<file path="src/hw/rtl/assert_macros.svh">
// Assertion macros shared by the RTL; each expects clk and rst_n in scope.
`ifndef ASSERT_MACROS_SVH
`define ASSERT_MACROS_SVH

// Check a property on every rising clock edge outside reset.
`define ASSERT_CLK(label, prop, msg) \
    label: assert property (@(posedge clk) disable iff (!rst_n) (prop)) else $error(msg);

// Check that a condition implies a consequence in the same cycle.
`define ASSERT_IMPLIES(label, ante, cons, msg) \
    `ASSERT_CLK(label, (ante) |-> (cons), msg)

`endif

</file>
<file path="src/hw/rtl/dsfe_pkg.sv">
// Types, constants and frame builder for the DShot frame pulse encoder.
package dsfe_pkg;

    localparam int CH_MAX       = 6;
    localparam int CHANNELS_DEF = 6;
    localparam int FRAME_BITS   = 16;
    localparam int CMD_W        = 11;
    localparam int TICK_W       = 16;
    localparam int BIDX_W       = $clog2(FRAME_BITS);
    localparam int CFG_IDX_W    = 2;
    localparam int CFG_DATA_W   = 16;
    localparam int NIBBLE_W     = 4;

    localparam logic [TICK_W-1:0] SHORT_TICKS_RST = TICK_W'(37);
    localparam logic [TICK_W-1:0] LONG_TICKS_RST  = TICK_W'(75);
    localparam logic [CMD_W-1:0]  MAX_CMD_RST     = CMD_W'(2047);

    localparam logic STATUS_OK    = 1'b0;
    localparam logic STATUS_RANGE = 1'b1;

    typedef enum logic [CFG_IDX_W-1:0] {
        CFG_SHORT_TICKS = 2'd0,
        CFG_LONG_TICKS  = 2'd1,
        CFG_MAX_CMD     = 2'd2
    } cfg_idx_t;

    typedef enum logic {
        ST_IDLE,
        ST_SEND
    } state_t;

    typedef logic [FRAME_BITS-1:0] frame_t;

    typedef struct packed {
        logic load;
        logic advance;
    } lane_ctrl_t;

    // Command in the top eleven bits, telemetry bit below, then the nibble XOR.
    function automatic frame_t make_frame(logic [CMD_W-1:0] cmd, logic tlm);
        frame_t f;
        f = {cmd, tlm, {NIBBLE_W{1'b0}}};
        f[NIBBLE_W-1:0] = f[2*NIBBLE_W-1:NIBBLE_W] ^ f[3*NIBBLE_W-1:2*NIBBLE_W]
                        ^ f[4*NIBBLE_W-1:3*NIBBLE_W];
        return f;
    endfunction

endpackage

</file>
<file path="src/hw/rtl/dsfe_lane.sv">
// One channel lane: range check, frame build and per-bit pulse selection.
module dsfe_lane (
    input  logic                          clk,
    input  logic                          rst_n,
    input  dsfe_pkg::lane_ctrl_t          ctrl,
    input  logic [dsfe_pkg::CMD_W-1:0]    cmd,
    input  logic                          tlm,
    input  logic [dsfe_pkg::CMD_W-1:0]    max_command,
    input  logic [dsfe_pkg::TICK_W-1:0]   short_ticks,
    input  logic [dsfe_pkg::TICK_W-1:0]   long_ticks,
    output logic                          range_err,
    output logic [dsfe_pkg::TICK_W-1:0]   pulse
);
    import dsfe_pkg::*;

    frame_t frame_new;
    frame_t frame_reg;
    frame_t frame_next;
    logic   emit_bit;

    assign frame_new = make_frame(cmd, tlm);
    assign range_err = (cmd > max_command);

    // On load the MSB goes out at once; keep the rest for the following cycles.
    assign emit_bit = ctrl.load ? frame_new[FRAME_BITS-1] : frame_reg[FRAME_BITS-1];
    assign pulse    = emit_bit ? long_ticks : short_ticks;

    always_comb
    begin
        frame_next = frame_reg;
        if (ctrl.load)
        begin
            frame_next = {frame_new[FRAME_BITS-2:0], 1'b0};
        end
        else if (ctrl.advance)
        begin
            frame_next = {frame_reg[FRAME_BITS-2:0], 1'b0};
        end
    end

    always_ff @(posedge clk or negedge rst_n)
    begin
        if (!rst_n)
        begin
            frame_reg <= '0;
        end
        else
        begin
            frame_reg <= frame_next;
        end
    end

endmodule

</file>
<file path="src/hw/rtl/dshot_frame_pulse_encoder_top.sv">
// Top level of the DShot frame pulse encoder: lanes, sequencer and result merge.
//
// A transaction is taken when start is high and busy is low. In the cycle
// after, the first result appears with valid high; a good transaction then
// gives sixteen results on consecutive cycles, MSB first, the last one
// marked by last, as the bit counter walks the frame one bit per clock. busy
// is high from the first result to the one before the last, and the next
// transaction can be started while the last result is shown. A command above
// max_command on any active channel gives a single result with status set,
// last set, bit_index zero and all pulse fields zero, and the block is free
// again at once. Results are shown for exactly one cycle and cannot be stalled.
// Registers are written through cfg_we, cfg_index and cfg_data; the user must
// write them only while the block is idle, and the block does not enforce this.
`include "assert_macros.svh"

module dshot_frame_pulse_encoder_top #(
    parameter int CHANNELS = dsfe_pkg::CHANNELS_DEF
) (
    input  logic                              clk,
    input  logic                              rst_n,
    input  logic                              start,
    output logic                              busy,
    input  logic [dsfe_pkg::CMD_W-1:0]        cmd_ch0,
    input  logic [dsfe_pkg::CMD_W-1:0]        cmd_ch1,
    input  logic [dsfe_pkg::CMD_W-1:0]        cmd_ch2,
    input  logic [dsfe_pkg::CMD_W-1:0]        cmd_ch3,
    input  logic [dsfe_pkg::CMD_W-1:0]        cmd_ch4,
    input  logic [dsfe_pkg::CMD_W-1:0]        cmd_ch5,
    input  logic                              tlm_ch0,
    input  logic                              tlm_ch1,
    input  logic                              tlm_ch2,
    input  logic                              tlm_ch3,
    input  logic                              tlm_ch4,
    input  logic                              tlm_ch5,
    output logic                              valid,
    output logic [dsfe_pkg::TICK_W-1:0]       pulse_ch0,
    output logic [dsfe_pkg::TICK_W-1:0]       pulse_ch1,
    output logic [dsfe_pkg::TICK_W-1:0]       pulse_ch2,
    output logic [dsfe_pkg::TICK_W-1:0]       pulse_ch3,
    output logic [dsfe_pkg::TICK_W-1:0]       pulse_ch4,
    output logic [dsfe_pkg::TICK_W-1:0]       pulse_ch5,
    output logic [dsfe_pkg::BIDX_W-1:0]       bit_index,
    output logic                              last,
    output logic                              status,
    input  logic                              cfg_we,
    input  logic [dsfe_pkg::CFG_IDX_W-1:0]    cfg_index,
    input  logic [dsfe_pkg::CFG_DATA_W-1:0]   cfg_data
);
    import dsfe_pkg::*;

    localparam logic [BIDX_W-1:0] LAST_BIT = BIDX_W'(FRAME_BITS - 1);

    logic [CMD_W-1:0]  cmd_arr  [CH_MAX];
    logic              tlm_arr  [CH_MAX];
    logic [TICK_W-1:0] lane_pulse [CH_MAX];
    logic [CH_MAX-1:0] lane_err;
    logic              range_err;
    lane_ctrl_t        ctrl;

    logic [TICK_W-1:0] short_ticks_reg;
    logic [TICK_W-1:0] long_ticks_reg;
    logic [CMD_W-1:0]  max_cmd_reg;

    state_t            state_reg;
    state_t            state_next;
    logic [BIDX_W-1:0] bit_cnt_reg;
    logic [BIDX_W-1:0] bit_cnt_next;
    logic              valid_reg;
    logic              valid_next;
    logic [BIDX_W-1:0] bit_index_reg;
    logic [BIDX_W-1:0] bit_index_next;
    logic              last_reg;
    logic              last_next;
    logic              status_reg;
    logic              status_next;
    logic              zero_next;
    logic [TICK_W-1:0] pulse_reg  [CH_MAX];
    logic [TICK_W-1:0] pulse_next [CH_MAX];

    assign cmd_arr[0] = cmd_ch0;
    assign cmd_arr[1] = cmd_ch1;
    assign cmd_arr[2] = cmd_ch2;
    assign cmd_arr[3] = cmd_ch3;
    assign cmd_arr[4] = cmd_ch4;
    assign cmd_arr[5] = cmd_ch5;
    assign tlm_arr[0] = tlm_ch0;
    assign tlm_arr[1] = tlm_ch1;
    assign tlm_arr[2] = tlm_ch2;
    assign tlm_arr[3] = tlm_ch3;
    assign tlm_arr[4] = tlm_ch4;
    assign tlm_arr[5] = tlm_ch5;

    for (genvar i = 0; i < CH_MAX; i++)
    begin : g_lane
        if (i < CHANNELS)
        begin : g_on
            dsfe_lane u_lane (
                .clk         (clk),
                .rst_n       (rst_n),
                .ctrl        (ctrl),
                .cmd         (cmd_arr[i]),
                .tlm         (tlm_arr[i]),
                .max_command (max_cmd_reg),
                .short_ticks (short_ticks_reg),
                .long_ticks  (long_ticks_reg),
                .range_err   (lane_err[i]),
                .pulse       (lane_pulse[i])
            );
        end
        else
        begin : g_off
            // Channel not fitted: no range check, pulse held at zero.
            assign lane_err[i]   = 1'b0;
            assign lane_pulse[i] = '0;
        end
    end

    assign range_err = |lane_err;
    assign busy      = (state_reg == ST_SEND);

    // Configuration registers
    always_ff @(posedge clk or negedge rst_n)
    begin
        if (!rst_n)
        begin
            short_ticks_reg <= SHORT_TICKS_RST;
            long_ticks_reg  <= LONG_TICKS_RST;
            max_cmd_reg     <= MAX_CMD_RST;
        end
        else if (cfg_we)
        begin
            case (cfg_idx_t'(cfg_index))
                CFG_SHORT_TICKS: short_ticks_reg <= cfg_data[TICK_W-1:0];
                CFG_LONG_TICKS:  long_ticks_reg  <= cfg_data[TICK_W-1:0];
                CFG_MAX_CMD:     max_cmd_reg     <= cfg_data[CMD_W-1:0];
                default:         ;
            endcase
        end
    end

    // Sequencer: next state and result fields
    always_comb
    begin
        state_next     = state_reg;
        bit_cnt_next   = bit_cnt_reg;
        ctrl           = '0;
        valid_next     = 1'b0;
        bit_index_next = bit_cnt_reg;
        last_next      = 1'b0;
        status_next    = STATUS_OK;
        zero_next      = 1'b0;
        case (state_reg)
            ST_IDLE:
            begin
                if (start)
                begin
                    valid_next     = 1'b1;
                    bit_index_next = '0;
                    if (range_err)
                    begin
                        // Drop the frame and report a single error result.
                        status_next = STATUS_RANGE;
                        last_next   = 1'b1;
                        zero_next   = 1'b1;
                    end
                    else
                    begin
                        ctrl.load    = 1'b1;
                        bit_cnt_next = BIDX_W'(1);
                        state_next   = ST_SEND;
                    end
                end
            end
            ST_SEND:
            begin
                valid_next   = 1'b1;
                ctrl.advance = 1'b1;
                bit_cnt_next = bit_cnt_reg + 1'b1;
                if (bit_cnt_reg == LAST_BIT)
                begin
                    last_next  = 1'b1;
                    state_next = ST_IDLE;
                end
            end
            default:
            begin
                state_next = ST_IDLE;
            end
        endcase
    end

    // Merge the lanes into the result register
    always_comb
    begin
        for (int i = 0; i < CH_MAX; i++)
        begin
            pulse_next[i] = zero_next ? '0 : lane_pulse[i];
        end
    end

    always_ff @(posedge clk or negedge rst_n)
    begin
        if (!rst_n)
        begin
            state_reg   <= ST_IDLE;
            bit_cnt_reg <= '0;
            valid_reg   <= 1'b0;
        end
        else
        begin
            state_reg   <= state_next;
            bit_cnt_reg <= bit_cnt_next;
            valid_reg   <= valid_next;
        end
    end

    always_ff @(posedge clk)
    begin
        bit_index_reg <= bit_index_next;
        last_reg      <= last_next;
        status_reg    <= status_next;
        for (int i = 0; i < CH_MAX; i++)
        begin
            pulse_reg[i] <= pulse_next[i];
        end
    end

    assign valid     = valid_reg;
    assign bit_index = bit_index_reg;
    assign last      = last_reg;
    assign status    = status_reg;
    assign pulse_ch0 = pulse_reg[0];
    assign pulse_ch1 = pulse_reg[1];
    assign pulse_ch2 = pulse_reg[2];
    assign pulse_ch3 = pulse_reg[3];
    assign pulse_ch4 = pulse_reg[4];
    assign pulse_ch5 = pulse_reg[5];

    `ASSERT_CLK(a_accept_gives_result, (start && !busy) |=> valid,
        "accepted transaction gave no result")
    `ASSERT_IMPLIES(a_busy_shows_result, busy, valid_reg,
        "sending but no result shown")
    `ASSERT_IMPLIES(a_error_single, valid_reg && (status_reg == STATUS_RANGE),
        last_reg && (bit_index_reg == '0),
        "range error result not a single first result")
    `ASSERT_CLK(a_bits_in_order,
        (valid_reg && !last_reg) |=> (valid_reg && (bit_index_reg == $past(bit_index_reg) + 1'b1)),
        "frame bits not consecutive")

endmodule
</file>
<file path="config.mk">
export PLATFORM = sky130hd
export DESIGN_NAME = dshot_frame_pulse_encoder_top
export DESIGN_NICKNAME = d
export VERILOG_FILES = /design/src/hw/rtl/dsfe_pkg.sv /design/src/hw/rtl/dsfe_lane.sv /design/src/hw/rtl/dshot_frame_pulse_encoder_top.sv
export VERILOG_INCLUDE_DIRS = /design/src /design/src/hw/rtl
export SDC_FILE = /design/constraint.sdc
export NUM_CORES = 1
export LEC_CHECK = 0
export BUFFER_PORTS_ARGS = -buffer_cell sky130_fd_sc_hd__clkbuf_2
export CORE_MARGIN = 1.5
export CORE_UTILIZATION = 41
export DETAILED_ROUTE_END_ITERATION = 6
export GPL_ROUTABILITY_DRIVEN = 0
export GPL_TIMING_DRIVEN = 0
export SETUP_SLACK_MARGIN = 0.2
export SLEW_MARGIN = 0
export SYNTH_ARGS = -nofsm -noshare
export SYNTH_HDL_FRONTEND = slang
export SYNTH_SLANG_ARGS = --single-unit
</file>
<file path="constraint.sdc">
create_clock -name clk -period 2.8 [get_ports clk]
set_clock_uncertainty 0.05 [all_clocks]
set_input_delay 0.56 -clock clk [delete_from_list [all_inputs] [get_ports clk]]
set_output_delay 0.56 -clock clk [all_outputs]
set_load 0.05 [all_outputs]
</file>
; ---- Word-level counts from Yosys, hierarchy flattened
; Memory sizes are Yosys's and may differ from the RTL's.
; Index checks and enable logic that the tools add are counted.
[word_totals]
n_memories = 1
out_inout_bits = 104
reg_bits = 151
in_bits = 94
ramBits = 96
[op_classes]
n_bitwise = 13
reduce_logical = 7
magnitude_cmp = 6
addsub = 1
eq_ne = 5
muxes = 48
[mem_list]
columns = name, words, width, read_ports, rd_ports_with_merged_regs, wr, line_no
row1 = pulse_reg, 6, 16, 6, 0, 6, dshot_frame_pulse_encoder_top.sv:77  ; logic [TICK_W-1:0] pulse_reg [CH_MAX];
[op_table]
columns = operator, n
row1 = 16-bit two-way mux, 24
row2 = 11-bit > comparator, 6
row3 = 4-bit bitwise XOR, 12
row4 = 1-bit two-way mux, 16
row5 = 4-bit two-way mux, 4
row6 = 4-bit case mux with 2 select lines, 1
row7 = 2-bit AND reduction, 4
row8 = 1-bit case mux with 2 select lines, 3
row9 = 6-bit OR reduction, 1
row10 = "4-bit by 1-bit adder with 4-bit output, second input constant", 1
row11 = "4-bit equality test, second input constant", 1
row12 = "2-bit != test, second input constant", 2
row13 = "2-bit by 1-bit equality test with 1-bit output, second input constant", 1
row14 = "2-bit equality test, second input constant", 1
row15 = 2-bit logical NOT, 1
row16 = 2-bit nonzero test, 1
row17 = 1-bit NOT, 1

; ---- Longest topological paths before layout
[depth]
word_depth = 8
mapped_depth = 11
depth_no_buf = 9

; ---- Cells and area by module
; Synthesis repeated with hierarchy kept, for this count alone.
[hier_totals]
cells_unflattened = 1104
hier_area_um2 = 12270.5
[by_module_without_submodules]
columns = mod, cells_each, area_each_um2, seq_area_each_um2, n_inst
row1 = dsfe_lane at g_lane[0].g_on.u_lane ..., 128, 1265.0, 375.4, 5
row2 = dshot_frame_pulse_encoder_top, 335, 4679.5, 3290.7, 1
row3 = dsfe_lane at g_lane[5].g_on.u_lane, 129, 1266.2, 375.4, 1

; ---- Least setup slack after synthesis
; OpenSTA, ideal clock, no wires.
[synth_timing]
path_type = register -> register
startpoint = reg max_cmd_reg[10]
endpoint = reg g_lane[5].g_on.u_lane.frame_reg[2]
stages_incl_launch_ff = 11
arrival_ns = 2.771
period_less_slack_ns = 2.946
t_required_ns = 2.625
setup_time_ns = 0.125
path_slack_ns = -0.146
path_buffers = 1
cell_sequence = dfstp_2 -> inv_1 -> ha_1 -> a21oi_2 -> o211ai_1 -> o311ai_1 -> o211ai_2 -> nor4b_4 -> buf_4 -> mux2_1 -> mux2_2
[synth_via]
elab_chain_len = 6
[synth_lines]
columns = item, line_no
row1 = "start, declared", dshot_frame_pulse_encoder_top.sv:62  ; logic [CMD_W-1:0] max_cmd_reg;
row2 = "start signal, assigned", dshot_frame_pulse_encoder_top.sv:135  ; CFG_MAX_CMD: max_cmd_reg <= cfg_data[CMD_W-1:0];
row3 = 11-bit > comparator, dsfe_lane.sv:22  ; assign range_err = (cmd > max_command);
row4 = 6-bit OR reduction *, dshot_frame_pulse_encoder_top.sv:118  ; assign range_err = |lane_err;
row5 = 1-bit two-way mux *, dshot_frame_pulse_encoder_top.sv:159  ; if (range_err)
row6 = 1-bit two-way mux *, dshot_frame_pulse_encoder_top.sv:155  ; if (start)
row7 = 1-bit two-way mux *, dshot_frame_pulse_encoder_top.sv:152  ; case (state_reg)
row8 = 16-bit two-way mux / 2-bit nonzero test (equally long branches), -
row9 = "end signal, assigned", dsfe_lane.sv:49  ; frame_reg <= frame_next;
row10 = "end, declared", dsfe_lane.sv:17  ; frame_t frame_reg;
; Every way passes the cells marked *; elsewhere a longest branch is shown, timed or not.
; A chain may end at the register's enable or synchronous reset.

==> flow_metrics.tcl <==
set metrics [dict create \
    path_cells "inv_6 > buf_4 > ha_4 > nand4_1 > a211o_1 > o211a_1 > o211ai_4 > buf_4 > nor4_4 > buf_6 > a22o_4 > buf_6 > a22o_1" \
    firstDrtPassIters 5 \
    fill_cells 2329 \
    h-tree-depth 1 \
    synth-edff-count 0 \
    grt_usage_pct 22.65 \
    p_leak_nw 6.282 \
    syn_nets 1111 \
    synthArstFlopShare_pct 57.68 \
    worst_ep_required_time_ns 3.16 \
    synthCells 950 \
    largest_reg_flops 96 \
    yosys_warnings 0 \
    antenna_found_initial 1 \
    timing.final.ws_setup_ns -0.2789 \
    slew_headroom_pct 24.60 \
    start_util_pct 41.64 \
    tightest_slew_ns 1.129 \
    rsz0062_at_grt "true" \
    fin_crit_ns 3.079 \
    rrSetupSlack_ns -0.28 \
    final-seq-area_um2 5543 \
    yosysTopAreaCellShare_pct 27.13 \
    path_clk_slew_ns 0.06 \
    grt_pass1_vias 8481 \
    clockRootBuffer "clkbuf_16" \
    die_height_um 168.0 \
    postLayoutCoreUtil_pct 54.04 \
    nets 1359 \
    yosys.area.top_type "dfrtp_1" \
    grt_max_degree 98 \
    grt_pass1_wl_um 49250 \
    cts_buffers 26 \
    status "finished, violations left" \
    num_vias 8476 \
    avgRoutedWirePerCell_um 20.70 \
    path_class "reg2reg" \
    tns_ns -34.21 \
    crit_path_start "max_cmd_reg[10]$_DFFE_PN1P_" \
    fp.dieW_um 168.0 \
    hold_viol 0 \
    maxSlewViolCount 0 \
    multi_input_area_um2 5836 \
    ys_seq_area_share_pct 49.66 \
    netlist_area_um2 11160 \
    hpwl_um 22560 \
    crit_path_end_kind "register" \
    routed_wl_um 32320 \
    powerDensity_nw_per_um2 1131 \
    routed_via_density 5.430 \
    rr_worst_depth 13 \
    ir_worst_vdd_mv 0.5665 \
    post-synth-top-count-cell "dfrtp_1" \
    yosys-top-cells-area "dfrtp_1 (27%), dfxtp_1 (18%), a22o_1 (7.5%), ha_1 (7.5%), mux2i_1 (6.5%)" \
    cts_tree "built" \
    synth_seq_cells 241 \
    cp_max_fo 10 \
    cpMaxStageDelayCell "dfstp_2" \
    io_buffer_count 197 \
    post-route-period-util_pct 110.0 \
    dr.first_iter.drc_count 439 \
    die_area_um2 28220 \
    reg2reg_to "pulse_reg[2][7]$_SDFF_PP0_" \
    synth_cell_type_count 51 \
    synthTopCellsByCount "dfrtp_1 (121), dfxtp_1 (102), a22o_1 (96)" \
    area_growth_pct 29.76 \
    arrival_ns 3.44 \
    fmax_ghz 0.3248 \
    drive_above_1_share_pct 37.27 \
    timing.rr.start "max_cmd_reg[10]$_DFFE_PN1P_" \
    crit_path_max_incr_delay_ns 0.57 \
    avgSynthCellArea_um2 11.75 \
    synth_flop_cell "dfrtp_1" \
    clkSinkCount 241 \
    hold_class "in2reg" \
    fin_hold_ws_ns 0.2394 \
    clock_latency_ns 0.53 \
    drcViolationCount 0 \
    start_kind "register" \
    crit_end "pulse_reg[2][7]$_SDFF_PP0_" \
    io_pins 198 \
    core_um2 26800 \
    num_rows 60 \
    grt-ovfl-total 0 \
    setup_viol 189 \
    cts_buffer_depth 3 \
    antenna_left 0 \
    maxCapViolations 0 \
    violations "setup timing" \
]
-- metrics by stage --
stage	setup slack (ns)	power (mW)	cells	instance area, µm²
2_1_floorplan	-0.05934	10.67	950	11560
3_3_place_gp	-1.441	12.47	1488	12970
3_5_place_dp	-0.6612	12.58	1489	13010
4_1_cts	-0.2914	16.22	1547	14170
5_1_grt	-0.3801	17.22	1560	14480
6_report	-0.2789	16.38	1561	14480
-- cells by family after synthesis --
kind of cell	Yosys count	synth area share, %
XOR/XNOR	48	3.767
flip-flops	241	49.66
buffers and inverters	71	3.296
multiplexers	151	14.43
AO/OA/AOI/OAI	238	15.46
AND/OR/NAND/NOR	134	5.874
adder cells (fa/ha/maj)	67	7.511
-- area by class of cell --
type	count	share of cell area (%)
antenna	2	0.03456
buffer	46	2.981
clock buffer	34	4.985
clock inverter	14	0.8294
inverter	25	0.9071
multi-input combinational	638	40.29
sequential	241	38.27
tap	341	2.946
timing repair buffer	220	8.752
-- worst min path at each step --
stage,start,end,slack [ns],cells past startpoint
floorplan,rst_n,bit_cnt_reg[0]$_DFFE_PN0P_,0.21,0
global placement,g_lane[3].g_on.u_lane.frame_reg[7]$_DFFE_PN0P_,g_lane[3].g_on.u_lane.frame_reg[8]$_DFFE_PN0P_,0.41,2
detailed placement,g_lane[1].g_on.u_lane.frame_reg[7]$_DFFE_PN0P_,g_lane[1].g_on.u_lane.frame_reg[8]$_DFFE_PN0P_,0.42,2
CTS,cfg_data[12],long_ticks_reg[12]$_DFFE_PN0P_,0.22,2
global route,cfg_data[12],short_ticks_reg[12]$_DFFE_PN0P_,0.23,2
finish,cfg_data[12],short_ticks_reg[12]$_DFFE_PN0P_,0.24,2
-- power breakdown --
| part | switching [mW] | internal [mW] |
|---|---|---|
| Clock | 1.44 | 1.93 |
| Sequential | 0.786 | 4.79 |
| Combinational | 4.87 | 2.56 |
-- layer usage --
layer,vias up,global-route usage (%),share of wire (%)
met5,-,0,0
met1,4159,30.60,45
met3,59,3.126,5.5
li1,3991,-,-
met2,267,37.84,46
met4,0,6.737,2.7
-- repair_timing --
action / CTS / global route
pin swaps: 18 / 19
resized for setup: 46 / 42
setup buffers: 5 / 9
endpoints found under the hold margin: 39 / 0
setup endpoints to repair: 191 / 193
gates cloned: 4 / 3
hold buffers: 1 / 0
-- placed cells by master, fill, tap and decap left out, types with 9 or more instances in the layout --
cell type and n:
ha_4 19, nor2_1 11, ha_1 48, mux2_4 18, dfstp_2 18, xnor2_1 48
mux2i_1 68, nand2_1 74, mux2_2 61, a21oi_1 19, dfxtp_1 102, o21ai_1 65
a22o_1 96, inv_1 15, clkbuf_16 29, buf_6 18, buf_12 9, clkbuf_2 196
nand4_1 14, inv_4 9, dfrtp_1 121, clkbuf_1 27, buf_4 12
-- worst max-delay path, delay by kind of cell (launching register included) --
kind / cells / cell delay [ns]
adders and majority gates: 1 / 0.26
AOI/OAI and AO/OA: 5 / 1.17
buffers and inverters: 5 / 0.71
DFF: 1 / 0.57
and+or+nand+nor: 2 / 0.20
(Power assumes the default switching activity.)
